File: src/zsd_pkg.sv
package zsd_pkg;

   localparam int VALUE_WIDTH_DEFAULT = 32;
   localparam int CHAR_WIDTH = 8;
   localparam int RESULT_WIDTH = 32;
   localparam int COUNT_WIDTH = 16;

   localparam logic [CHAR_WIDTH-1:0] CHAR_ZERO = 8'h30;
   localparam logic [CHAR_WIDTH-1:0] CHAR_ONE = 8'h31;
   localparam logic [COUNT_WIDTH-1:0] COUNT_MAX = 16'hFFFF;

   typedef enum logic [1:0] {
      STATUS_OK = 2'd0,
      STATUS_INVALID = 2'd1,
      STATUS_OVERFLOW = 2'd2
   } status_type;

   typedef struct packed {
      status_type status;
      logic [RESULT_WIDTH-1:0] value;
      logic [COUNT_WIDTH-1:0] consumed_count;
   } rsp_word_type;

   function automatic logic is_binary_char(input logic [CHAR_WIDTH-1:0] c);
      return (c == CHAR_ZERO) || (c == CHAR_ONE);
   endfunction

endpackage

File: src/zsd_req_if.sv
interface zsd_req_if import zsd_pkg::*; ();
   logic valid;
   logic ready;
   logic [CHAR_WIDTH-1:0] char_in;

   modport source(output valid, output char_in, input ready);
   modport sink(input valid, input char_in, output ready);
endinterface

File: src/zsd_rsp_if.sv
interface zsd_rsp_if import zsd_pkg::*; ();
   logic valid;
   logic ready;
   logic [1:0] status;
   logic [RESULT_WIDTH-1:0] value;
   logic [COUNT_WIDTH-1:0] consumed_count;

   modport source(output valid, output status, output value, output consumed_count, input ready);
   modport sink(input valid, input status, input value, input consumed_count, output ready);
endinterface

File: src/zsd_core.sv
module zsd_core import zsd_pkg::*; #(
   parameter int VALUE_WIDTH = VALUE_WIDTH_DEFAULT
) (
   input  logic clock,
   input  logic reset,
   input  logic step,
   input  logic [CHAR_WIDTH-1:0] char_in,
   output rsp_word_type result
);

   logic [VALUE_WIDTH-1:0] value_sum_ff, value_sum_in;
   logic [VALUE_WIDTH-1:0] shadow_sum_ff, shadow_sum_in;
   logic overflow_seen_ff, overflow_seen_in;
   logic [COUNT_WIDTH-1:0] char_count_ff, char_count_in;
   logic pending_digit_ff, pending_digit_in;
   logic last_folded_one_ff, last_folded_one_in;
   logic adjacent_error_ff, adjacent_error_in;

   logic is_bin;
   logic [VALUE_WIDTH+1:0] full_sum;
   logic [VALUE_WIDTH:0] shadow_next;
   logic fold_ovf;
   logic [RESULT_WIDTH-1:0] value_low;

   assign is_bin = is_binary_char(char_in);

   // S' = S + T + d, T' = S + d, with one guard bit pair for the carry out
   assign full_sum = {2'b00, value_sum_ff} + {2'b00, shadow_sum_ff}
                   + {{(VALUE_WIDTH+1){1'b0}}, pending_digit_ff};
   assign shadow_next = {1'b0, value_sum_ff} + {{VALUE_WIDTH{1'b0}}, pending_digit_ff};
   assign fold_ovf = (|full_sum[VALUE_WIDTH+1:VALUE_WIDTH]) | shadow_next[VALUE_WIDTH];

   generate
      if (VALUE_WIDTH >= RESULT_WIDTH) begin : g_wide
         assign value_low = value_sum_ff[RESULT_WIDTH-1:0];
      end else begin : g_narrow
         assign value_low = {{(RESULT_WIDTH-VALUE_WIDTH){1'b0}}, value_sum_ff};
      end
   endgenerate

   always_comb begin
      result.consumed_count = char_count_ff;
      result.value = '0;
      if ((char_count_ff < COUNT_WIDTH'(2)) || !pending_digit_ff || adjacent_error_ff) begin
         result.status = STATUS_INVALID;
      end else if (overflow_seen_ff) begin
         result.status = STATUS_OVERFLOW;
      end else begin
         result.status = STATUS_OK;
         result.value = value_low;
      end
   end

   always_comb begin
      value_sum_in = value_sum_ff;
      shadow_sum_in = shadow_sum_ff;
      overflow_seen_in = overflow_seen_ff;
      char_count_in = char_count_ff;
      pending_digit_in = pending_digit_ff;
      last_folded_one_in = last_folded_one_ff;
      adjacent_error_in = adjacent_error_ff;
      if (step) begin
         if (is_bin) begin
            // the held digit is folded only once a later binary char shows it is no terminator
            if (char_count_ff != '0) begin
               value_sum_in = full_sum[VALUE_WIDTH-1:0];
               shadow_sum_in = shadow_next[VALUE_WIDTH-1:0];
               overflow_seen_in = overflow_seen_ff | fold_ovf;
               last_folded_one_in = pending_digit_ff;
               adjacent_error_in = adjacent_error_ff | (pending_digit_ff & last_folded_one_ff);
            end
            pending_digit_in = (char_in == CHAR_ONE);
            if (char_count_ff != COUNT_MAX) begin
               char_count_in = char_count_ff + COUNT_WIDTH'(1);
            end
         end else begin
            value_sum_in = '0;
            shadow_sum_in = '0;
            overflow_seen_in = 1'b0;
            char_count_in = '0;
            pending_digit_in = 1'b0;
            last_folded_one_in = 1'b0;
            adjacent_error_in = 1'b0;
         end
      end
   end

   always_ff @(posedge clock) begin
      if (reset) begin
         value_sum_ff <= '0;
         shadow_sum_ff <= '0;
         overflow_seen_ff <= 1'b0;
         char_count_ff <= '0;
         pending_digit_ff <= 1'b0;
         last_folded_one_ff <= 1'b0;
         adjacent_error_ff <= 1'b0;
      end else begin
         value_sum_ff <= value_sum_in;
         shadow_sum_ff <= shadow_sum_in;
         overflow_seen_ff <= overflow_seen_in;
         char_count_ff <= char_count_in;
         pending_digit_ff <= pending_digit_in;
         last_folded_one_ff <= last_folded_one_in;
         adjacent_error_ff <= adjacent_error_in;
      end
   end

   a_clear_after_token: assert property (@(posedge clock) disable iff (reset)
      step && !is_bin |=> char_count_ff == '0 && value_sum_ff == '0 && !overflow_seen_ff)
      else $error("token state not cleared after ending char");

   a_empty_is_clean: assert property (@(posedge clock) disable iff (reset)
      char_count_ff == '0 |-> !pending_digit_ff && !adjacent_error_ff && shadow_sum_ff == '0)
      else $error("state left over with no binary chars counted");

   a_count_saturates: assert property (@(posedge clock) disable iff (reset)
      step && is_bin && char_count_ff == COUNT_MAX |=> char_count_ff == COUNT_MAX)
      else $error("char count wrapped");

endmodule

File: src/zeckendorf_string_decoder.sv
// Fibonacci-code decoder: takes one character word per cycle on req_bus. Runs of '0'/'1'
// are decoded on the fly (two running accumulators, S + T + d and S + d); any other
// character ends the token and yields one result word on rsp_bus with status, value and
// binary character count. The ending character passes through the input register, and
// rsp_bus.valid rises at the clock edge that moves it out of the input register into the
// result register. Binary characters yield no result. Throughput is one character per
// cycle, set by the accumulator update; an ending character stalls only while the result
// register is still full and rsp_bus.ready is low.
module zeckendorf_string_decoder import zsd_pkg::*; #(
   parameter int VALUE_WIDTH = VALUE_WIDTH_DEFAULT
) (
   input  logic clock,
   input  logic reset,
   zsd_req_if.sink req_bus,
   zsd_rsp_if.source rsp_bus
);

   logic in_valid_ff, in_valid_in;
   logic [CHAR_WIDTH-1:0] in_char_ff, in_char_in;
   logic out_valid_ff, out_valid_in;
   rsp_word_type out_word_ff, out_word_in;

   logic req_take;
   logic in_is_term;
   logic out_free;
   logic step;
   rsp_word_type core_result;

   zsd_core #(
      .VALUE_WIDTH(VALUE_WIDTH)
   ) u_core (
      .clock(clock),
      .reset(reset),
      .step(step),
      .char_in(in_char_ff),
      .result(core_result)
   );

   assign in_is_term = !is_binary_char(in_char_ff);
   assign out_free = !out_valid_ff || rsp_bus.ready;
   // binary chars never need the result register, so they always move on
   assign step = in_valid_ff && (!in_is_term || out_free);
   assign req_bus.ready = !in_valid_ff || step;
   assign req_take = req_bus.valid && req_bus.ready;

   always_comb begin
      in_valid_in = in_valid_ff;
      in_char_in = in_char_ff;
      if (req_take) begin
         in_valid_in = 1'b1;
         in_char_in = req_bus.char_in;
      end else if (step) begin
         in_valid_in = 1'b0;
      end

      out_valid_in = out_valid_ff;
      out_word_in = out_word_ff;
      if (step && in_is_term) begin
         out_valid_in = 1'b1;
         out_word_in = core_result;
      end else if (rsp_bus.ready) begin
         out_valid_in = 1'b0;
      end
   end

   always_ff @(posedge clock) begin
      if (reset) begin
         in_valid_ff <= 1'b0;
         out_valid_ff <= 1'b0;
      end else begin
         in_valid_ff <= in_valid_in;
         out_valid_ff <= out_valid_in;
      end
      in_char_ff <= in_char_in;
      out_word_ff <= out_word_in;
   end

   assign rsp_bus.valid = out_valid_ff;
   assign rsp_bus.status = out_word_ff.status;
   assign rsp_bus.value = out_word_ff.value;
   assign rsp_bus.consumed_count = out_word_ff.consumed_count;

   a_fail_value_zero: assert property (@(posedge clock) disable iff (reset)
      out_valid_ff && out_word_ff.status != STATUS_OK |-> out_word_ff.value == '0)
      else $error("nonzero value on failed token");

   a_held_char: assert property (@(posedge clock) disable iff (reset)
      in_valid_ff && !step |=> in_valid_ff && $stable(in_char_ff))
      else $error("stalled input word lost");

   a_no_overwrite: assert property (@(posedge clock) disable iff (reset)
      out_valid_ff && !rsp_bus.ready |=> out_valid_ff && $stable(out_word_ff))
      else $error("pending result word overwritten");

endmodule

File: src/flat_wrapper.sv
// flat-port wrapper written by rule: the top's interface ports become plain ports
module zeckendorf_string_decoder_flat import zsd_pkg::*;
#(
   parameter int VALUE_WIDTH = VALUE_WIDTH_DEFAULT
)
  (clock, reset, req_bus_valid, req_bus_char_in, req_bus_ready, rsp_bus_valid, rsp_bus_status, rsp_bus_value, rsp_bus_consumed_count, rsp_bus_ready);
  zsd_req_if req_bus_i ();
  zsd_rsp_if rsp_bus_i ();
  input  logic clock;
  input  logic reset;
  input wire logic [$bits(req_bus_i.valid)-1:0] req_bus_valid;
  input wire logic [$bits(req_bus_i.char_in)-1:0] req_bus_char_in;
  output wire logic [$bits(req_bus_i.ready)-1:0] req_bus_ready;
  output wire logic [$bits(rsp_bus_i.valid)-1:0] rsp_bus_valid;
  output wire logic [$bits(rsp_bus_i.status)-1:0] rsp_bus_status;
  output wire logic [$bits(rsp_bus_i.value)-1:0] rsp_bus_value;
  output wire logic [$bits(rsp_bus_i.consumed_count)-1:0] rsp_bus_consumed_count;
  input wire logic [$bits(rsp_bus_i.ready)-1:0] rsp_bus_ready;
  assign req_bus_i.valid = req_bus_valid;
  assign req_bus_i.char_in = req_bus_char_in;
  assign req_bus_ready = req_bus_i.ready;
  assign rsp_bus_valid = rsp_bus_i.valid;
  assign rsp_bus_status = rsp_bus_i.status;
  assign rsp_bus_value = rsp_bus_i.value;
  assign rsp_bus_consumed_count = rsp_bus_i.consumed_count;
  assign rsp_bus_i.ready = rsp_bus_ready;
  zeckendorf_string_decoder #(.VALUE_WIDTH(VALUE_WIDTH)) u_core (.clock(clock), .reset(reset), .req_bus(req_bus_i), .rsp_bus(rsp_bus_i));
endmodule
File: config.mk
export PLATFORM = sky130hd
export DESIGN_NAME = zeckendorf_string_decoder_flat
export DESIGN_NICKNAME = d
export VERILOG_FILES = /design/src/zsd_pkg.sv /design/src/zsd_req_if.sv /design/src/zsd_rsp_if.sv /design/src/zsd_core.sv /design/src/zeckendorf_string_decoder.sv /design/src/flat_wrapper.sv
export SDC_FILE = /design/constraint.sdc
export NUM_CORES = 1
export LEC_CHECK = 0
export ABC_AREA = 1
export BUFFER_PORTS_ARGS = -buffer_cell sky130_fd_sc_hd__buf_2
export CAP_MARGIN = 10
export CORE_ASPECT_RATIO = 0.9
export CORE_MARGIN = 4
export CORE_UTILIZATION = 50
export DETAILED_ROUTE_END_ITERATION = 12
export MAX_ROUTING_LAYER = met4
export PLACE_DENSITY = 0.79
export SLEW_MARGIN = 20
export SYNTH_ARGS = -nofsm -noshare
export SYNTH_HDL_FRONTEND = slang
export SYNTH_SLANG_ARGS = --single-unit
File: constraint.sdc
create_clock -name clock -period 2.3 [get_ports clock]
set_input_delay 0.345 -clock clock [delete_from_list [all_inputs] [get_ports clock]]
set_output_delay 0.345 -clock clock [all_outputs]
set_load 0.05 [all_outputs]
# Word-level counts from Yosys, hierarchy flattened

Cells that the tools add are included.

Mux-type cells: 18
Eq/ne operators: 5
$lt $le $gt $ge: 1
$add $sub $neg: 4
Reduce and logical (&&, ||, !) cells: 20
Bitwise logic cells: 4

Operators by type and width:

| cell                  | number |
|---|---|
| $mux 32               | 4 |
| $add 33x1->34         | 1 |
| $add 32x1->33         | 1 |
| $add 32x32->33        | 1 |
| $mux 16               | 2 |
| $add 16x1->16 const B | 1 |
| $eq 8x6->1 const B    | 2 |
| $lt 16x2->1 const B   | 1 |
| $ne 16x16->1 const B  | 1 |
| $reduce_bool 16->1    | 1 |
| $mux 1                | 11 |
| $logic_or 1x1->1      | 6 |
| $logic_not 1->1       | 4 |
| $ne 2x1->1 const B    | 2 |
| $reduce_and 2->1      | 2 |
| $reduce_bool 2->1     | 2 |
| $reduce_or 2->1       | 2 |
| $logic_and 1x1->1     | 3 |
| $or 1x1->1            | 3 |
| $mux 2                | 1 |
| $and 1x1->1           | 1 |

Word-level logic and storage cells: 65
Input port bits: 12
Bits in registers: 144

# Longest topological paths before layout

Gate-level depths: netlist of the first run.

Depth after elaboration: 7
Mapped depth: 14

# Modules after synthesis

From an unflattened synthesis of the first run, not the netlist that was laid out.

Cells, all modules: 1,296
Area, all modules: 8,951.1 µm²

Modules (own cells, without submodules):

| module                    | cells each | area an instance (µm²) | instances |
|---|---|---|---|
| zsd_core                  | 1,214      | 7,048.0                | 1 |
| zeckendorf_string_decoder | 82         | 1,903.1                | 1 |

# Least setup slack after synthesis of the first run

OpenSTA, ideal clock, no wires.

Path type: reg-to-reg
From: register u_core.in_char_ff[7]
To: register u_core.out_word_ff (netlist bit u_core.rsp_bus.consumed_count[0]) (enable)
Arrival time: 2.004 ns
Slack: -0.108 ns
Stages on the path, launching flop included: 8
Buffers on the path: 0
Clock period less this slack: 2.408 ns
Cells stage by stage: edfxtp_1 > nor3_2 > nand3_2 > nand3_1 > nand2_2 > inv_1 > nand2_1 > inv_1

Longest elaborated chain between the ends: 5

RTL lines:

| element                | line                            | source |
|---|---|---|
| start, declared        | zeckendorf_string_decoder.sv:19 | `logic [CHAR_WIDTH-1:0] in_char_ff, in_char_in;` |
| start signal, assigned | zeckendorf_string_decoder.sv:74 | `in_char_ff <= in_char_in;` |
| $eq 8x6->1             | zsd_pkg.sv:25                   | `return (c == CHAR_ZERO) \|\| (c == CHAR_ONE);` |
| $logic_or 1x1->1 *     | zsd_pkg.sv:25                   |  |
| $logic_or 1x1->1       | zeckendorf_string_decoder.sv:42 | `assign step = in_valid_ff && (!in_is_term \|\| out_free);` |
| $logic_and 1x1->1      | zeckendorf_string_decoder.sv:42 |  |
| $logic_and 1x1->1 *    | zeckendorf_string_decoder.sv:58 | `if (step && in_is_term) begin` |
| end signal, assigned   | zeckendorf_string_decoder.sv:75 | `out_word_ff <= out_word_in;` |
| end, declared          | zeckendorf_string_decoder.sv:21 | `rsp_word_type out_word_ff, out_word_in;` |

Mark *: on every way between the ends. The rest lies on a longest branch, timed or not.
A chain may end at the register's enable or synchronous reset.

# Final worst setup path of the first run

From: register u_core.u_core.pending_digit_ff
To: register u_core.u_core.shadow_sum_ff[28]

Longest elaborated chain between the ends: 3

RTL lines:

| element                | line            | source |
|---|---|---|
| start, declared        | zsd_core.sv:15  | `logic pending_digit_ff, pending_digit_in;` |
| start signal, assigned | zsd_core.sv:102 | `pending_digit_ff <= pending_digit_in;` |
| $add 32x1->33          | zsd_core.sv:30  | `assign shadow_next = {1'b0, value_sum_ff} + {{VALUE_WIDTH{1'b0}}, pending_digit_ff};` |
| $mux 32                | zsd_core.sv:65  | `if (char_count_ff != '0) begin` |
| $mux 32                | zsd_core.sv:63  | `if (is_bin) begin` |
| end signal, assigned   | zsd_core.sv:99  | `shadow_sum_ff <= shadow_sum_in;` |
| end, declared          | zsd_core.sv:12  | `logic [VALUE_WIDTH-1:0] shadow_sum_ff, shadow_sum_in;` |

Every way passes these cells. The select of a mux whose other input is x is not followed.

==> results.md, run 1 <==
- At the pin with the least slew margin, the transition time is 0.523 ns.
- The Yosys step of the flow raised 0 warnings.
- The CTS sink count is 144.
- The worst setup skew after layout is 0.0107 ns.
- The placed instance count is 1,609.
- Setup violations remaining at the end of the flow were counted as 0.
- Counting cells, the worst reg-to-reg path comes to 11.
- The number of antenna diodes in the final layout is 0.
- In this run the standard cell core region covers 17,100 sq um.
- The number of top-level pins is 64.
- The post-detailed-route wirelength per cell is 15.2 um.
- The initial antenna violation count came to 0.
- The number of global-route vias before repair is 8,139.
- The longest clock path from root to sink contains 2 buffers.
- The number of buffers created by CTS is 17.
- The reported max-cap violation count is 0.
- Dividing the detail-routed via count by the number of cells gives 5.33.
- In this run the vertical extent of the chip is 134 um.
- The cell sitting at the root of the clock tree is a sky130_fd_sc_hd__clkbuf_16.
- The critical path arrival is 2.46 ns.
- The die outline area is 19,800 sq um.
- The xor-xnor portion of the synthesized cell area is 2.38%.
- After synthesis, the largest family of logic cells by area is simple AND/OR/NAND/NOR gates.
- The data required time at the worst endpoint is 2.65 ns.
- The post-CTS setup repair buffer count is 0.
- The post-synthesis net count is 1,351.
- The number of detailed-route iterations in the first pass is 6.
- The number of vias in the routed layout is 8,749.
- The worst-case vdd ir drop is 523 uV.
- In the finished design, the share of the clock period the worst path needs comes to 91.7%.
- The placed wire-length estimate after detailed placement is 18.6 mm.
- Setup repair after global routing left no endpoint under its margin.
- The overall routed net length is 24.9 mm.
- The area growth from synthesis to layout is 15.4%.
- The total track usage is 26.0%.
- The post-detailed-route DRC marker count is 0.
- After filler insertion, the fill cell instance count of the layout stands at 1,586.
- For this block, the initial DRC count from the detailed router was 861.
- The minimum clock period after layout is 2.11 ns.
- The sequential element share of the synthesized area is 39.3%.
- The worst setup path is of the register to register kind.
- The run finished with clean final reports.
- The first global-routing pass estimated 40.6 mm of wire.
- The floorplan step set the die width to 148 um.
- After synthesis the netlist holds a flip-flop and latch count of 144.
- After Yosys synthesis, full adders, half adders and majority gates account for 5.42% of the synthesized area.
- The synthesized netlist devotes 6.94% of its cell area to compound gates.
- The path class of the tightest hold or removal check is primary input to register.
- The total overflow reported by the global router is 0.
- The areal power density over the cells is 565 nW/um^2.
- The number of instances in the synthesized netlist is 1,302.
- The post-synthesis simple-gate area fraction is 35.9%.
- The worst hold slack is 0.0815 ns.
- The insertion delay to the later sink of the worst-skew pair is 0.43 ns.
- In this run the static leakage power is 4.40 nW.
- The starting density of the core is 51.5%.
- The total count of hold-check failures in the final report came to 0.
- Clock-pin slew was measured on the worst setup and hold paths at 0.07 ns.
- Leaving out fill and tap cells, the most frequent cell in the layout is sky130_fd_sc_hd__nand2_1.
- The count of unique library cells instantiated by Yosys is 36.
- The worst setup path is launched from a register.
- The proportion of synthesized area in mux cells is 0%.
- The total standard cell area after synthesis is 8820 sq um.
- The nature of the critical path endpoint is a register.
- The total negative slack is 0 ns.
- Along the worst path, the maximum fanout reaches 6.
- The ratio of cells with drive above 1 in the final layout is 11.8%.
- The count of pins over their slew limit came to 0.
- In the layout the commonest cells are 439 x sky130_fd_sc_hd__nand2_1, 177 x sky130_fd_sc_hd__inv_1, 167 x sky130_fd_sc_hd__nor2_1.
- The finished layout holds 1,641 standard cells, fillers aside.
- The highest attainable clock frequency is 0.474 GHz.
- The count of nets left with antenna violations after detail routing is 0.
- Each instance of the synthesized netlist takes up on average 6.77 sq um.
- The initialized floorplan defines 45 standard-cell rows.
- Counting instances, the worst hold path has a depth of 1.
- The final layout contains 1,442 nets.
- The final RePlAce weighted congestion is 0.968.
- The number of port buffers is 63.
- Headroom to the max-slew limit came out at 65.1%.
- The number of H-tree levels is 4.
- For this design, the CTS-stage hold fixing added 0 buffers.
- Entering global routing, the biggest net connects 64 pins.
- TritonCTS built the clock tree.
-- final cells by class --
class                   instances  area [sq um]  area share, %
clock buffers                  19           454           4.46
clock inverters                13           118           1.16
inverters                     183           697           6.85
multi-input cells             943          4500           44.2
flip-flops and latches        144          3470           34.1
well taps                     235           294           2.89
repair buffers                104           648           6.37
-- cells by family after synthesis --
logic type / count (synthesis)
AND/OR/NAND/NOR: 763
flip-flops: 144
buffers and inverters: 215
adder cells (fa/ha/maj): 37
XOR/XNOR: 24
AO/OA/AOI/OAI: 119
-- Yosys cell counts (all sizes together) --
cell type / number / share of area [%]
o21bai: 3 / 0.26
nor3: 29 / 1.8
nand3b: 5 / 0.43
nand2: 442 / 19
a21oi: 104 / 5.9
and2: 4 / 0.28
xor2: 22 / 2.2
clkbuf: 12 / 0.51
nand4: 24 / 1.7
edfxtp: 58 / 20
dfxtp: 86 / 20
nor4: 1 / 0.071
xnor2: 2 / 0.20
or2: 3 / 0.21
buf: 20 / 1.7
fa: 2 / 0.45
nand3: 82 / 4.8
o22ai: 1 / 0.071
nor2: 173 / 7.7
ha: 35 / 5.0
o21ai: 10 / 0.57
clkinv: 1 / 0.057
inv: 182 / 7.8
o2111ai: 1 / 0.099
-- where the power goes --
| part | switching (W) | total [W] | internal (W) |
|---|---|---|---|
| clock | 0.00121 | 0.00269 | 0.00148 |
| combinational | 0.000282 | 0.000343 | 0.0000617 |
| sequential | 0.0000169 | 0.00272 | 0.00270 |
-- worst max-delay path, cell delays in order, from the launching register on --
cell,delay (ns)
sky130_fd_sc_hd__dfxtp_2,0.34
sky130_fd_sc_hd__buf_4,0.15
sky130_fd_sc_hd__ha_2,0.21
sky130_fd_sc_hd__ha_1,0.18
sky130_fd_sc_hd__nand2_1,0.11
sky130_fd_sc_hd__nor2_4,0.19
sky130_fd_sc_hd__inv_1,0.08
sky130_fd_sc_hd__nor2_1,0.37
sky130_fd_sc_hd__nand2_1,0.11
sky130_fd_sc_hd__nand2_1,0.07
sky130_fd_sc_hd__nand4_1,0.08
sky130_fd_sc_hd__a21oi_1,0.16
-- routing by layer --
metal / GRT usage [%] / vias to the layer above / share of wire (%)
met5: - / - / 0
met1: 34.0 / 3957 / 43
met4: 8.93 / 0 / 3.6
met3: 6.08 / 70 / 9.4
li1: - / 4303 / -
met2: 39.9 / 419 / 44
-- path summary, 6_finish.rpt --
| kind | start | end | slack (ns) |
|---|---|---|---|
| setup reg to reg | u_core.u_core.pending_digit_ff$_SDFFE_PP0P_ | u_core.u_core.shadow_sum_ff[28]$_SDFFE_PP0P_ | 0.19 |
| setup / recovery | u_core.u_core.pending_digit_ff$_SDFFE_PP0P_ | u_core.u_core.shadow_sum_ff[28]$_SDFFE_PP0P_ | 0.19 |
| hold / removal | req_bus_char_in[6] | u_core.in_char_ff[6]$_DFFE_PP_ | 0.08 |
| hold reg to reg | u_core.u_core.last_folded_one_ff$_SDFFE_PP0P_ | u_core.u_core.last_folded_one_ff$_SDFFE_PP0P_ | 0.47 |
-- sequential cells by signal, indices dropped and copies added (netlist names) --
name / cells
u_core.rsp_bus.valid: 1
u_core.u_core.pending_digit_ff: 1
u_core.u_core.adjacent_error_ff: 1
u_core.u_core.char_count_ff: 16
u_core.u_core.shadow_sum_ff: 32
u_core.in_char_ff: 8
u_core.rsp_bus.status: 2
u_core.u_core.overflow_seen_ff: 1
u_core.u_core.last_folded_one_ff: 1
u_core.in_valid_ff: 1
u_core.rsp_bus.value: 32
u_core.u_core.value_low: 32
u_core.rsp_bus.consumed_count: 16
-- stage by stage --
step,power (W),instance area (sq um),util [%],setup slack [ns]
final,0.00575,10200,59.5,0.191
after global routing,0.00590,10200,59.5,0.0109
after CTS,0.00578,10100,59.3,0.0671
after detailed placement,0.00312,9570,55.9,0.0940
after global placement,0.00311,9570,55.9,0.201
after floorplan,0.00303,8820,-,0.0278
-- timing repair --
item / 4_1_cts / 5_1_grt
endpoints found under the hold margin: 0 / 0
resized for setup: 0 / 10
endpoints found under the setup margin: 0 / 10
No activity file was read; power rests on OpenSTA's default activity.
==> run 2, diff against run 1 <==
CORE_MARGIN = default   (was 4)
==> results.md, run 2 (synthesized netlist as in run 1, its figures left out) <==
- The mean number of vias per cell came to 5.28 (was 5.33).
- The category of the critical setup timing path is register to register (unchanged).
- The count of cells along the worst hold path is 1 (unchanged).
- The initial antenna violation count is 0 (unchanged).
- The floorplan core area is 17,100 sq um (about the same).
- The CTS sink count is 144 (unchanged).
- The post-route cell area came to 10,200 sq um (about the same).
- The final cell count without fillers was 1,637 (was 1,641).
- The die outline height came to 128 um (was 134 um).
- The placed instance count came to 1,605 (was 1,609).
- The post-detailed-route DRC marker count was 0 (unchanged).
- The cell at the root of the clock tree is sky130_fd_sc_hd__clkbuf_16 (unchanged).
- The number of global-route vias before repair is 7,820 (was 8,139).
- The worst hold slack is 0.0871 ns (was 0.0815 ns).
- The starting density of the core was 51.7% (was 51.5%).
- The critical register-to-register path startpoint is u_core.in_char_ff[5]$_DFFE_PP_ (was u_core.u_core.pending_digit_ff$_SDFFE_PP0P_).
- The depth of the worst register-to-register path is 11 (unchanged).
- The total track usage is 29.0% (was 26.0%).
- The number of buffers created by CTS is 17 (unchanged).
- The post-detailed-route wirelength per cell was 15.0 um (was 15.2 um).
- The met3 demand-to-capacity share in global routing is 6.09% (was 6.08%).
- The layout net count is 1,438 (was 1,442).
- The minimum clock period after layout came to 2.13 ns (was 2.11 ns).
- The global-route wire length before repair is 39.5 mm (was 40.6 mm).
- The number of vias in the routed layout came to 8,644 (was 8,749).
- The worst reg-to-reg setup slack is 0.17 ns (was 0.19 ns).
- The delay contributed by the slowest stage of the critical path came to 0.37 ns (about the same).
- The clock transition at the registers of the reported paths is 0.07 ns (about the same).
- The beginning of the critical path was u_core.in_char_ff[5]$_DFFE_PP_ (was u_core.u_core.pending_digit_ff$_SDFFE_PP0P_).
- The reported max-cap violation count is 0 (unchanged).
- The highest attainable clock frequency was 0.469 GHz (was 0.474 GHz).
- The area growth from synthesis to layout was 15.3% (was 15.4%).
- The row count is 45 (unchanged).
- The width of the die is 142 um (was 148 um).
- The number of top-level pins is 64 (unchanged).
- Most frequent cells in the layout: 439 x sky130_fd_sc_hd__nand2_1, 177 x sky130_fd_sc_hd__inv_1, 167 x sky130_fd_sc_hd__nor2_1 (unchanged).
- The met1 usage is 38.5% (was 34.0%).
- The final RePlAce weighted congestion is 0.984 (was 0.968).
- The worst slew margin relative to its limit is 64.3% (was 65.1%).
- The worst-case vdd ir drop is 525 uV (was 523 uV).
- The number of diodes was 0 (unchanged).
- The total negative slack is 0 ns (unchanged).
- The type of the worst min-delay path was primary input to register (unchanged).
- The count of nets left with antenna violations after detail routing is 0 (unchanged).
- The overall routed net length is 24.6 mm (was 24.9 mm).
- The most prevalent standard cell on the critical path is sky130_fd_sc_hd__inv_1 (was sky130_fd_sc_hd__nand2_1).
- The slowest stage cell on the critical path is sky130_fd_sc_hd__edfxtp_1 (was sky130_fd_sc_hd__nor2_1).
- The data required time at the worst endpoint is 2.63 ns (was 2.65 ns).
- Outcome: completed (unchanged).
- The startpoint of the worst hold path is req_bus_char_in[3] (was req_bus_char_in[6]).
- The layer with the highest usage is met2 (unchanged).
- The transition time at the pin with the least slew margin came to 0.535 ns (was 0.523 ns).
- The critical path arrival is 2.46 ns (about the same).
- The CTS tree is yes (unchanged).
- The total count of hold-check failures in the final report is 0 (unchanged).
- The maximum root-to-sink buffer count is 2 (unchanged).
- The total overflow reported by the global router is 0 (unchanged).
- The core utilization of the finished layout is 59.6% (was 59.5%).
- The category of the worst setup path launch point is a register (unchanged).
- The number of detailed-route iterations in the first pass is 6 (unchanged).
- The number of fillers in the final layout is 1,574 (was 1,586).
- The number of port buffers came to 63 (unchanged).
- The number of H-tree levels is 4 (unchanged).
- The leakage power of the design was 4.39 nW (was 4.40 nW).
- The die outline area is 18,200 sq um (was 19,800 sq um).
- The met2 demand-to-capacity share in global routing is 42.5% (was 39.9%).
- The area after detailed placement is 9550 sq um (was 9570 sq um).
- The placed wire-length estimate after detailed placement came to 18.2 mm (was 18.6 mm).
- The areal power density over the cells was 567 nW/um^2 (was 565 nW/um^2).
- The insertion delay to the later sink of the worst-skew pair came to 0.43 ns (about the same).
- The DRC marker count from the first detailed-route iteration came to 910 (was 861).
- The ratio of cells with drive above 1 in the final layout is 11.7% (was 11.8%).
- The nature of the critical path endpoint is a register (unchanged).
- The highest net fanout along the worst path is 17 (was 6).
- The count of pins over their slew limit came to 0 (unchanged).
- The final cycle utilization of the critical path was 92.8% (was 91.7%).
- The number of setup violations in the final report is 0 (unchanged).
- The pin count of the biggest net entering global routing was 79 (was 64).
- The most common cell after layout, fill and taps aside is sky130_fd_sc_hd__nand2_1 (unchanged).
- The worst setup skew after layout is 0.0118 ns (was 0.0107 ns).
- Sequence of cells on the critical path: inv_1 > nor3_2 > nand3_2 > buf_4 > clkinv_2 > nand3_1 > nand2_2 > inv_1 > nand2_1 > nor3_1 > nor2_1 (was buf_4 > ha_2 > ha_1 > nand2_1 > nor2_4 > inv_1 > nor2_1 > nand2_1 > nand2_1 > nand4_1 > a21oi_1).
-- run 2: cell types whose count changed in the layout (fill, tap and decap cells not counted), sizes merged --
| cell | previous run | this run |
|---|---|---|
| buf | 104 | 100 |
| inv | 189 | 192 |
| clkbuf | 19 | 18 |
| clkinvlp | 4 | 2 |
-- run 2: layout make-up --
type                    instances  area [sq um]  area share [%]
clock buffers                  18           439            4.32
clock inverters                14           136            1.34
inverters                     183           697            6.85
multi-input cells             943          4510            44.3
flip-flops and latches        144          3470            34.1
well taps                     235           294            2.89
repair buffers                100           631            6.20
-- run 2: final timing paths --
| path | to |
|---|---|
| max | u_core.u_core.char_count_ff[12]$_SDFFE_PP0P_ |
| min | u_core.in_char_ff[3]$_DFFE_PP_ |
| max reg2reg | u_core.u_core.char_count_ff[12]$_SDFFE_PP0P_ |
| min reg2reg | u_core.u_core.last_folded_one_ff$_SDFFE_PP0P_ |
-- run 2: metal layers --
metal / routed length, um / up-vias
met5: 0 / -
met4: 905 / 0
met3: 2170 / 66
met2: 10800 / 398
met1: 10800 / 3882
li1: - / 4298
-- run 2: metrics by stage --
step	total power [W]	worst slack (ns)
after floorplan	0.00303	0.0278
after global placement	0.00311	0.201
after detailed placement	0.00311	0.112
after CTS	0.00578	0.110
after global routing	0.00592	-0.0159
final	0.00577	0.166
-- run 2: power breakdown --
group / switching, W / internal [W]
Sequential: 0.0000157 / 0.00270
Combinational: 0.000278 / 0.0000601
Clock: 0.00124 / 0.00147
-- run 2: repair_timing --
item | in CTS | in global routing
setup endpoints to repair | 0 | 12
hold buffers | 0 | 0
gates resized for setup | 0 | 12
buffers inserted | 0 | 0
-- run 2: critical path: cells and delay by family (launching register included) --
family                 cells  cell delay [ns]
DFF                        1             0.37
buffers and inverters      4             0.90
and+or+nand+nor            7             0.75
